File: src/hw/rtl/twbsv_pkg.sv
// Shared types and constants for the time window buy/sell volume block.
`default_nettype none

package twbsv_pkg;

    localparam int unsigned TIME_W = 63;
    localparam int unsigned QTY_W  = 48;
    localparam int unsigned SUM_W  = 60;
    localparam int unsigned CFG_W  = 32;

    localparam logic [CFG_W-1:0] WINDOW_RESET = 32'd900000000;

    // Register indexes on the configuration port.
    localparam logic REG_WINDOW = 1'b0;

    typedef struct packed {
        logic [TIME_W-1:0] trade_time_us;
        logic [QTY_W-1:0]  trade_quantity;
        logic              seller_side;
    } t_trade;

    typedef enum logic [2:0] {
        S_IDLE,
        S_POP,
        S_INS,
        S_CHK,
        S_EVC
    } t_state;

endpackage

`default_nettype wire

File: src/hw/rtl/twbsv_if.sv
// Channel interfaces for trade items and volume results.
`default_nettype none

interface twbsv_trade_if;
    logic        valid;
    logic        ready;
    logic [62:0] trade_time_us;
    logic [47:0] trade_quantity;
    logic        seller_side;

    modport source (output valid, trade_time_us, trade_quantity, seller_side, input ready);
    modport sink   (input valid, trade_time_us, trade_quantity, seller_side, output ready);
endinterface


`default_nettype wire

File: src/hw/rtl/twbsv_front.sv
// Front end: accepts trades, masks the quantity and queues them for the back end.
`default_nettype none

module twbsv_front #(
    parameter int unsigned QUANTITY_BITS = 48
) (
    input  wire logic             i_clk,
    input  wire logic             i_rst_n,
    twbsv_trade_if.sink           i_trade,
    input  wire logic             i_q_pop,
    output logic                  o_q_valid,
    output twbsv_pkg::t_trade     o_q_item
);

    localparam int unsigned QW = (QUANTITY_BITS < twbsv_pkg::QTY_W) ?
                                 QUANTITY_BITS : twbsv_pkg::QTY_W;
    localparam logic [twbsv_pkg::QTY_W-1:0] QMASK =
        twbsv_pkg::QTY_W'((64'd1 << QW) - 64'd1);

    twbsv_pkg::t_trade r_q [2];
    logic              r_wr;
    logic              r_rd;
    logic [1:0]        r_cnt;
    logic [1:0]        n_cnt;
    logic              push;
    twbsv_pkg::t_trade in_item;

    assign i_trade.ready = (r_cnt != 2'd2);
    assign push          = i_trade.valid && i_trade.ready;

    always_comb begin
        in_item.trade_time_us  = i_trade.trade_time_us;
        in_item.trade_quantity = i_trade.trade_quantity & QMASK;
        in_item.seller_side    = i_trade.seller_side;
    end

    always_comb begin
        n_cnt = r_cnt;
        if (push && !i_q_pop) begin
            n_cnt = r_cnt + 2'd1;
        end else if (!push && i_q_pop) begin
            n_cnt = r_cnt - 2'd1;
        end
    end

    always_ff @(posedge i_clk) begin
        if (!i_rst_n) begin
            r_wr  <= 1'b0;
            r_rd  <= 1'b0;
            r_cnt <= 2'd0;
        end else begin
            r_cnt <= n_cnt;
            if (push) begin
                r_wr <= ~r_wr;
            end
            if (i_q_pop) begin
                r_rd <= ~r_rd;
            end
        end
    end

    always_ff @(posedge i_clk) begin
        if (push) begin
            r_q[r_wr] <= in_item;
        end
    end

    assign o_q_valid = (r_cnt != 2'd0);
    assign o_q_item  = r_q[r_rd];

endmodule

`default_nettype wire

File: src/flat_wrapper.sv
// flat-port wrapper written by rule: the top's interface ports become plain ports
module twbsv_front_flat 
#(
    parameter int unsigned QUANTITY_BITS = 48
)
  (i_clk, i_rst_n, i_q_pop, o_q_valid, o_q_item, i_trade_valid, i_trade_trade_time_us, i_trade_trade_quantity, i_trade_seller_side, i_trade_ready);
  twbsv_trade_if i_trade_i ();
  input  wire logic i_clk;
  input  wire logic i_rst_n;
  input  wire logic i_q_pop;
  output logic o_q_valid;
  output twbsv_pkg::t_trade o_q_item;
  input wire logic [$bits(i_trade_i.valid)-1:0] i_trade_valid;
  input wire logic [$bits(i_trade_i.trade_time_us)-1:0] i_trade_trade_time_us;
  input wire logic [$bits(i_trade_i.trade_quantity)-1:0] i_trade_trade_quantity;
  input wire logic [$bits(i_trade_i.seller_side)-1:0] i_trade_seller_side;
  output wire logic [$bits(i_trade_i.ready)-1:0] i_trade_ready;
  assign i_trade_i.valid = i_trade_valid;
  assign i_trade_i.trade_time_us = i_trade_trade_time_us;
  assign i_trade_i.trade_quantity = i_trade_trade_quantity;
  assign i_trade_i.seller_side = i_trade_seller_side;
  assign i_trade_ready = i_trade_i.ready;
  twbsv_front #(.QUANTITY_BITS(QUANTITY_BITS)) u_core (.i_clk(i_clk), .i_rst_n(i_rst_n), .i_trade(i_trade_i), .i_q_pop(i_q_pop), .o_q_valid(o_q_valid), .o_q_item(o_q_item));
endmodule
File: config.mk
export PLATFORM = sky130hd
export DESIGN_NAME = twbsv_front_flat
export DESIGN_NICKNAME = d
export VERILOG_FILES = /design/src/hw/rtl/twbsv_pkg.sv /design/src/hw/rtl/twbsv_if.sv /design/src/hw/rtl/twbsv_front.sv /design/src/flat_wrapper.sv
export SDC_FILE = /design/constraint.sdc
export NUM_CORES = 1
export LEC_CHECK = 0
export CORE_MARGIN = 1
export CORE_UTILIZATION = 45
export DETAILED_ROUTE_END_ITERATION = 8
export DONT_BUFFER_PORTS = 1
export PLACE_DENSITY = 0.62
export SKIP_LAST_GASP = 1
export SLEW_MARGIN = 10
export SYNTH_ARGS = -nofsm -noshare
export SYNTH_HDL_FRONTEND = slang
export SYNTH_SLANG_ARGS = --single-unit
File: constraint.sdc
create_clock -name i_clk -period 5.5 [get_ports i_clk]
set_clock_uncertainty 0.1 [all_clocks]
set_input_delay 1.1 -clock i_clk [delete_from_list [all_inputs] [get_ports i_clk]]
set_output_delay 1.1 -clock i_clk [all_outputs]
set_load 0.02 [all_outputs]
==> flow_metrics.tcl, run 1 <==
set metrics [dict create \
    die-area_um2 19090 \
    worst_skew_pair.late_latency_ps 500 \
    antenna_found_initial 0 \
    max_freq_mhz 262.7 \
    cts_hold_buf 0 \
    post_synth_main_area_contributors "edfxtp_1 (81%), mux2_2 (15%), dfxtp_1 (1.2%), buf_6 (1.1%), and2_1 (0.30%)" \
    wl_met2_mm 6.467 \
    boundaryPins 230 \
    irDropWorstVdd_v 0.0002966 \
    worstSetupStartpointType "register" \
    die_h_um 138.2 \
    yosys.area.top_type "edfxtp_1" \
    synth_nets 489 \
    setup_violations 0 \
    clk_path_buf_depth 3 \
    rows 49 \
    r2r_slack_ps 2890 \
    core_area_um2 18090 \
    yosysWarnings 0 \
    wl_met1_mm 4.953 \
    grt_max_degree 84 \
    grt_usage_pct 13.95 \
    drt_iter0_drc 117 \
    avgSynthCellArea_um2 22.42 \
    place_hpwl_mm 8.429 \
    power.density_nw_per_um2 460.1 \
    drive_gt1_share_pct 38.48 \
    path_clk_slew_ps 60 \
    status "finished, violations left" \
    netlist_top_cells_count "edfxtp_1 (224), mux2_2 (112), buf_6 (8), dfxtp_1 (5), and2_1 (4)" \
    fin_crit_sh_pct 69.22 \
    ys_async_sr_fraction_pct 0 \
    root_buffer "clkbuf_16" \
    min_path_type "reg -> reg" \
    numCtsBuffers 24 \
    critPathMaxFanout 67 \
    ant_nets 0 \
    postCtsSetupBuffers 0 \
    postPlaceCellArea_um2 8557 \
    met3_length_mm 1.715 \
    post_drt_wl_per_cell_um 21.24 \
    cp.arrival_ps 2610 \
    routabilityCongestion 0.7643 \
    diodes 0 \
    synth_edf_count 224 \
    slew_violations 0 \
    cts_sinks 229 \
    maxUsedRoutingLayer "met4" \
    die_w_um 138.2 \
    maxCapViolCount 0 \
    synth.most_common_cell "edfxtp_1" \
    yosysTopAreaCellShare_pct 80.64 \
    area_growth_pct 12.58 \
    fin_tns_setup_ps 0 \
    firstDrtPassIters 8 \
    drc 35 \
    layout.nets 507 \
    worst_slew_pin_slew_ps 1158 \
    register_area_um2 6830 \
    fin_total_pwr_w 0.004321 \
    seq_area_frac_synth_pct 81.84 \
    cts_resized 0 \
    drt_wl_total_mm 13.53 \
    grt_pass1_vias 3539 \
    ys.flop_type "edfxtp_1" \
    syn-cell-area_um2 8342 \
    overflow 0 \
    fill_cells 1403 \
    p_leak_nw 3.042 \
    cp_data_required_time_ps 4300 \
    violations "DRC" \
    rsz0062_at_grt "false" \
    ys_ff_latch 229 \
    multi_input_area_um2 1400 \
    netlist_instances 372 \
    post-route-cell-area_um2 9392 \
    dr_total_vias 3359 \
    period_needed_ps 3807 \
    slew_headroom_pct 22.82 \
    avgViaCountPerCell 5.273 \
    cp-end-kind "output pin" \
    initial_core_util_pct 46.12 \
    hold_viol_final 0 \
    portBuffers 0 \
    grt_pass1_wl_mm 20.53 \
    crit_type "reg -> out" \
    cts_tree "yes" \
    htreeDepth 1 \
    synth_cell_type_count 20 \
]
flip-flops by register name, summed over array words and instances (netlist names), named ones only:
signal and count:
u_core.r_q 224, u_core.r_rd 1, u_core.r_cnt 2, u_core.r_wr 1
metal layers:
metal	vias up	track usage, %
met5	-	0
met4	0	4.672
met3	29	6.858
met2	170	22.29
met1	1648	16.50
li1	1512	-
power by group:
part	leakage, nW	total, W	internal [W]	switching (W)
Combinational	0.508	0.000480	0.000142	0.000338
Sequential	2.13	0.00218	0.00212	0.0000556
Clock	0.402	0.00167	0.00104	0.000626
cell usage in the layout (no fill, tap or decap), drive strengths merged:
cell type / count
inv: 3
and3: 1
a21boi: 2
xor2: 2
nand2b: 1
a21bo: 1
nand3b: 1
ha: 1
clkbuf: 33
or2: 1
clkinv: 5
or3: 1
o21ai: 1
and2: 4
bufinv: 4
clkinvlp: 1
buf: 4
xnor2: 1
edfxtp: 224
mux2: 112
dfxtp: 5
area by class of cell:
cell class                 count  share of cell area, %
timing repair buffer           4                 0.3197
tap                          229                  3.051
inverter                       2                 0.1066
clock buffer                  33                  7.088
multi-input combinational    129                  14.91
sequential                   229                  72.73
clock inverter                11                  1.799
worst max-delay path, stage by stage (launching register included):
cell and delay, ps:
dfxtp_4 930, buf_4 620, mux2_2 470
worst paths after layout:
check / start / endpoint / cells past startpoint
hold reg to reg: u_core.r_cnt[1] / u_core.r_cnt[1] / 2
hold / removal: u_core.r_cnt[1] / u_core.r_cnt[1] / 2
setup / recovery: register / o_q_item[13] / 2
setup reg to reg: u_core.r_cnt[0] / u_core.r_q[1][42] / 3
through the flow:
stage,hold slack [ps],cells,setup WS [ps],utilization (%)
after CTS,457.4,637,1614,51.93
after global routing,498.4,637,1513,51.93
final,446.8,637,1693,51.93
after floorplan,400.1,372,1179,-
after global placement,408.6,593,2208,47.31
after detailed placement,449.3,593,2167,47.31
logic make-up after synthesis:
family                   count (synthesis)  share of synthesized area (%)
adder cells (fa/ha/maj)                  1                         0.1500
flip-flops                             229                          81.84
AO/OA/AOI/OAI                            4                         0.3600
XOR/XNOR                                 3                         0.3150
multiplexers                           112                          15.12
buffers and inverters                   14                          1.440
AND/OR/NAND/NOR                          9                         0.7801
Power figures use the tool's default switching activity.
==> run 2: changes to the inputs <==
==> constraint.sdc (replaced) <==
create_clock -name i_clk -period 3.8 [get_ports i_clk]
set_clock_uncertainty 0.1 [all_clocks]
set_input_delay 0.76 -clock i_clk [delete_from_list [all_inputs] [get_ports i_clk]]
set_output_delay 0.76 -clock i_clk [all_outputs]
set_load 0.02 [all_outputs]
==> run 2 against run 1 <==
The flow still finishes with violations (DRC). Final cell count did not move. Cell area decreased by 0.11%. Clock-buffer cell count down 3. Worst setup slack got worse by 890 ps. Sequential share of layout area increased by 0.078 points. Largest cell class unchanged.
==> flow_metrics.tcl, run 2 (synthesis results as in run 1) <==
set metrics [dict create \
    die_w_um 138.2 \
    rsz0062_at_grt "false" \
    top_regs "u_core.r_q: 224 flops, u_core.r_cnt: 2 flops" \
    hold_viol_final 0 \
    critPathMaxFanout 77 \
    cp_data_required_time_ps 2940 \
    period_needed_ps 2995 \
    seqPwrFrac_pct 51.0 \
    drc 36 \
    grt_pass1_vias 3655 \
    grt_max_degree 78 \
    crit_type "reg -> out" \
    fin_crit_sh_pct 78.80 \
    holdPathStages 0 \
    wl_met2_mm 6.685 \
    slew_violations 0 \
    drt_iter0_drc 205 \
    irDropWorstVdd_v 0.0006305 \
    diodes 0 \
    clk_path_buf_depth 3 \
    area_growth_pct 12.46 \
    largest_reg_flops 224 \
    path_clk_slew_ps 60 \
    max_freq_mhz 333.9 \
    ant_nets 0 \
    grt_pass1_wl_mm 21.23 \
    rows 49 \
    cp-end-kind "output pin" \
    worst_slew_pin_slew_ps 694.2 \
    place_hpwl_mm 9.010 \
    fill_cells 1398 \
    initial_core_util_pct 46.12 \
    layout.nets 508 \
    overflow 0 \
    layout_common_cells "edfxtp_1 (224), mux2_2 (112), clkbuf_16 (25)" \
    numCtsBuffers 24 \
    dr_total_vias 3399 \
    core_area_um2 18090 \
    place_inst 594 \
    cts_hold_buf 0 \
    r2r_cells 4 \
    worst_skew_pair.late_latency_ps 510 \
    grt_usage_pct 14.57 \
    firstDrtPassIters 6 \
    boundaryPins 230 \
    switching_share_pct 23.88 \
    p_comb_share_pct 11.6 \
    slew_headroom_pct 53.72 \
    p_int_w 0.004686 \
    root_buffer "clkbuf_16" \
    htreeDepth 1 \
    routabilityCongestion 0.7886 \
    drt_wl_total_mm 13.98 \
    avgViaCountPerCell 5.336 \
    violations "DRC" \
    maxCapViolCount 0 \
    drive_gt1_share_pct 38.48 \
    setup_violations 0 \
    fin_tns_setup_ps 0 \
    finalNonFillerCells 637 \
    wl_met1_mm 4.975 \
    layout_commonest_cell "edfxtp_1" \
    portBuffers 0 \
    p_leak_nw 3.038 \
    power_switching_w 0.001470 \
    cts_tree "yes" \
    post_drt_wl_per_cell_um 21.94 \
    postCtsSetupBuffers 0 \
    antenna_found_initial 0 \
    cts_resized 0 \
    cts_sinks 229 \
    maxUsedRoutingLayer "met4" \
    cp.arrival_ps 2130 \
    die_h_um 138.2 \
    met3_length_mm 1.837 \
    clockPowerShare_pct 37.4 \
    power.density_nw_per_um2 656.1 \
    die-area_um2 19090 \
    top_register "u_core.r_q" \
    status "finished, violations left" \
    min_path_type "in -> reg" \
    worstSetupStartpointType "register" \
]
run 2: metal layers:
metal | global-route usage [%] | vias up
li1 | - | 1518
met1 | 15.67 | 1668
met2 | 24.22 | 178
met3 | 7.586 | 35
met4 | 5.973 | 0
met5 | 0 | -
run 2: area by class of cell:
cell class	instances	area [um^2]	share of cell area, %
tap	229	286.5	3.054
multi-input combinational	129	1400	14.92
inverter	2	10.01	0.1067
timing repair buffer	5	62.56	0.6668
clock inverter	13	147.6	1.574
clock buffer	30	644.4	6.868
sequential	229	6830	72.81
run 2: critical path, cell delays in order (launching register included):
cell	delay (ps)
dfxtp_4	660
buf_12	410
mux2_2	460
run 2: path summary, 6_finish.rpt:
kind	from	endpoint	slack, ps
max	register	o_q_item[7]	810
min	i_trade_trade_time_us[41]	u_core.r_q[0][90]	240
max reg2reg	u_core.r_cnt[0]	u_core.r_q[0][68]	1560
min reg2reg	u_core.r_cnt[1]	u_core.r_cnt[1]	440
run 2: power by group through the flow:
stage / Combinational [W] / Sequential (W) / Clock, W
2_1_floorplan: 0.000629 / 0.00317 / 0
4_1_cts: 0.000730 / 0.00314 / 0.00237
3_3_place_gp: 0.000716 / 0.00318 / 0
3_5_place_dp: 0.000727 / 0.00319 / 0
6_report: 0.000715 / 0.00314 / 0.00230
5_1_grt: 0.000756 / 0.00316 / 0.00245
run 2: per-stage QoR:
stage / hold WS, ps / total power (W) / instance area, um^2 / setup WS [ps] / utilization [%]
after global placement: 415.7 / 0.003899 / 8589 / 1366 / 47.49
after CTS: 215.1 / 0.006236 / 9382 / 776.2 / 51.87
after detailed placement: 433.3 / 0.003919 / 8589 / 1329 / 47.49
final: 236.9 / 0.006155 / 9382 / 805.5 / 51.87
after global routing: 215.3 / 0.006370 / 9382 / 708.0 / 51.87
after floorplan: 400.1 / 0.003802 / 8343 / 211.6 / -
==> run 3: changes to the inputs <==
--- a/config.mk
+++ b/config.mk
@@ -9,7 +9,7 @@
 export CORE_UTILIZATION = 45
 export DETAILED_ROUTE_END_ITERATION = 8
 export DONT_BUFFER_PORTS = 1
-export PLACE_DENSITY = 0.62
+export PLACE_DENSITY = 0.64
 export SKIP_LAST_GASP = 1
 export SLEW_MARGIN = 10
 export SYNTH_ARGS = -nofsm -noshare
==> constraint.sdc (replaced) <==
create_clock -name i_clk -period 2.49 [get_ports i_clk]
set_clock_uncertainty 0.1 [all_clocks]
set_input_delay 0.498 -clock i_clk [delete_from_list [all_inputs] [get_ports i_clk]]
set_output_delay 0.498 -clock i_clk [all_outputs]
set_load 0.02 [all_outputs]
==> run 3 against run 2 <==
The flow still finishes with violations (DRC). Cell area rose by 13%. Final cell count is 19% higher. Worst hold slack got worse by 210 ps. Non-clock buffer count rose by 118. Largest power group unchanged. Largest cell class unchanged. Critical path depth stayed put.
==> flow_metrics.tcl, run 3 (synthesis results as in run 1) <==
set metrics [dict create \
    rows 49 \
    top_register "u_core.r_q" \
    top_regs "u_core.r_q: 224 flops, u_core.r_cnt: 2 flops" \
    initial_core_util_pct 46.12 \
    hold_viol_final 0 \
    die_w_um 138.2 \
    fin_total_pwr_w 0.009376 \
    overflow 0 \
    worstHoldStart "i_rst_n" \
    drive_gt1_share_pct 32.00 \
    area_growth_pct 26.56 \
    register_area_um2 6832 \
    antenna_found_initial 1 \
    drt_iter0_drc 197 \
    worstSetupStartpointType "register" \
    fin_crit_sh_pct 94.56 \
    status "finished, violations left" \
    core_area_um2 18090 \
    die_h_um 138.2 \
    cts_resized 0 \
    grt_pass1_vias 4301 \
    boundaryPins 230 \
    root_buffer "clkbuf_16" \
    place_hpwl_mm 9.375 \
    htreeDepth 1 \
    layout_commonest_cell "edfxtp_1" \
    min_path_type "in -> reg" \
    slew_violations 0 \
    clk_path_buf_depth 3 \
    grt_pass1_wl_mm 23.18 \
    power.density_nw_per_um2 888.1 \
    irDropWorstVdd_v 0.0005840 \
    multi_input_area_um2 1400 \
    cts_sinks 229 \
    holdPathStages 1 \
    final_core_util_pct 58.37 \
    slew_headroom_pct 67.34 \
    rsz0062_at_grt "false" \
    routabilityCongestion 0.7780 \
    maxCapViolCount 0 \
    numCtsBuffers 23 \
    r2r-start "u_core.r_cnt[0]" \
    r2r_cells 4 \
    r2r_slack_ps 650 \
    largest_reg_flops 224 \
    worst_slew_pin_slew_ps 489.8 \
    period_needed_ps 2355 \
    path_clk_slew_ps 60 \
    cp_data_required_time_ps 1890 \
    critPathMaxFanout 45 \
    grt_max_degree 48 \
    dr_total_vias 3838 \
    firstDrtPassIters 6 \
    p_leak_nw 3.537 \
    worst_skew_pair.late_latency_ps 500 \
    avgViaCountPerCell 5.083 \
    fill_cells 1281 \
    max_freq_mhz 424.7 \
    cp.arrival_ps 1760 \
    ant_nets 0 \
    portBuffers 0 \
    grt_usage_pct 15.60 \
    layout_common_cells "edfxtp_1 (224), dlygate4sd3_1 (113), mux2_2 (112)" \
    die-area_um2 19090 \
    rr_endpoint "u_core.r_q[0][94]" \
    setup_violations 0 \
    crit_type "reg -> out" \
    cp-end-kind "output pin" \
    cts_tree "yes" \
    violations "DRC" \
    layout.nets 625 \
    drc 36 \
    drt_wl_total_mm 15.04 \
    post_drt_wl_per_cell_um 19.92 \
]
## run 3: changes by cell type in the layout (fill, tap and decap cells not counted), moves of 2 or more
cell,change
clkbuf_1,-5
clkinv_2,+8
buf_12,+5
dlygate4sd3_1,+113
clkbuf_16,-2
## run 3: worst max path at each step
stage / depth (start not counted) / endpoint / start
after global routing: 2 / o_q_item[37] / register
final: 2 / o_q_item[37] / register
after floorplan: 3 / u_core.r_q[0][0] / u_core.r_cnt[0]
after detailed placement: 2 / o_q_item[15] / register
after global placement: 2 / o_q_item[20] / register
after CTS: 2 / o_q_item[15] / register
## run 3: area by class of cell
class | count | share of cell area (%)
clock inverters | 19 | 1.446
diodes | 1 | 0.02370
inverters | 2 | 0.1067
multi-input cells | 129 | 13.26
repair buffers | 123 | 12.29
flip-flops and latches | 229 | 64.71
well taps | 229 | 2.714
clock buffers | 23 | 5.452
## run 3: critical path: stages (launching register included)
cell and delay, ps:
dfxtp_4 480, buf_12 280, mux2_2 450
## run 3: where the power goes
group	total [W]	switching, W	internal (W)
Sequential	0.00478	0.000106	0.00467
Combinational	0.00132	0.000838	0.000482
Clock	0.00328	0.00137	0.00190
Total	0.00938	0.00232	0.00706
## run 3: through the flow
step	cells	instance area (um^2)	TNS, ps	setup slack (ps)	hold slack, ps
6_report	755	10560	0	135.4	27.91
5_1_grt	755	10560	0	62.76	6.744
4_1_cts	753	10540	0	31.69	10.68
3_5_place_dp	598	8685	0	580.5	439.7
3_3_place_gp	598	8685	0	585.4	412.0
2_1_floorplan	372	8348	-34340	-306.6	400.1
## run 3: layer usage
| metal | part of all wire (%) | vias to the layer above | GRT usage, % |
|---|---|---|---|
| met5 | 0 | - | 0 |
| li1 | - | 1752 | - |
| met1 | 38 | 1879 | 17.80 |
| met4 | 2.9 | 0 | 5.441 |
| met3 | 10 | 27 | 6.547 |
| met2 | 49 | 180 | 26.42 |
## run 3: repair_timing
action,4_1_cts,5_1_grt
endpoints found under the setup margin,0,86
hold buffers,113,0
buffers inserted,0,1
endpoints found under the hold margin,226,0
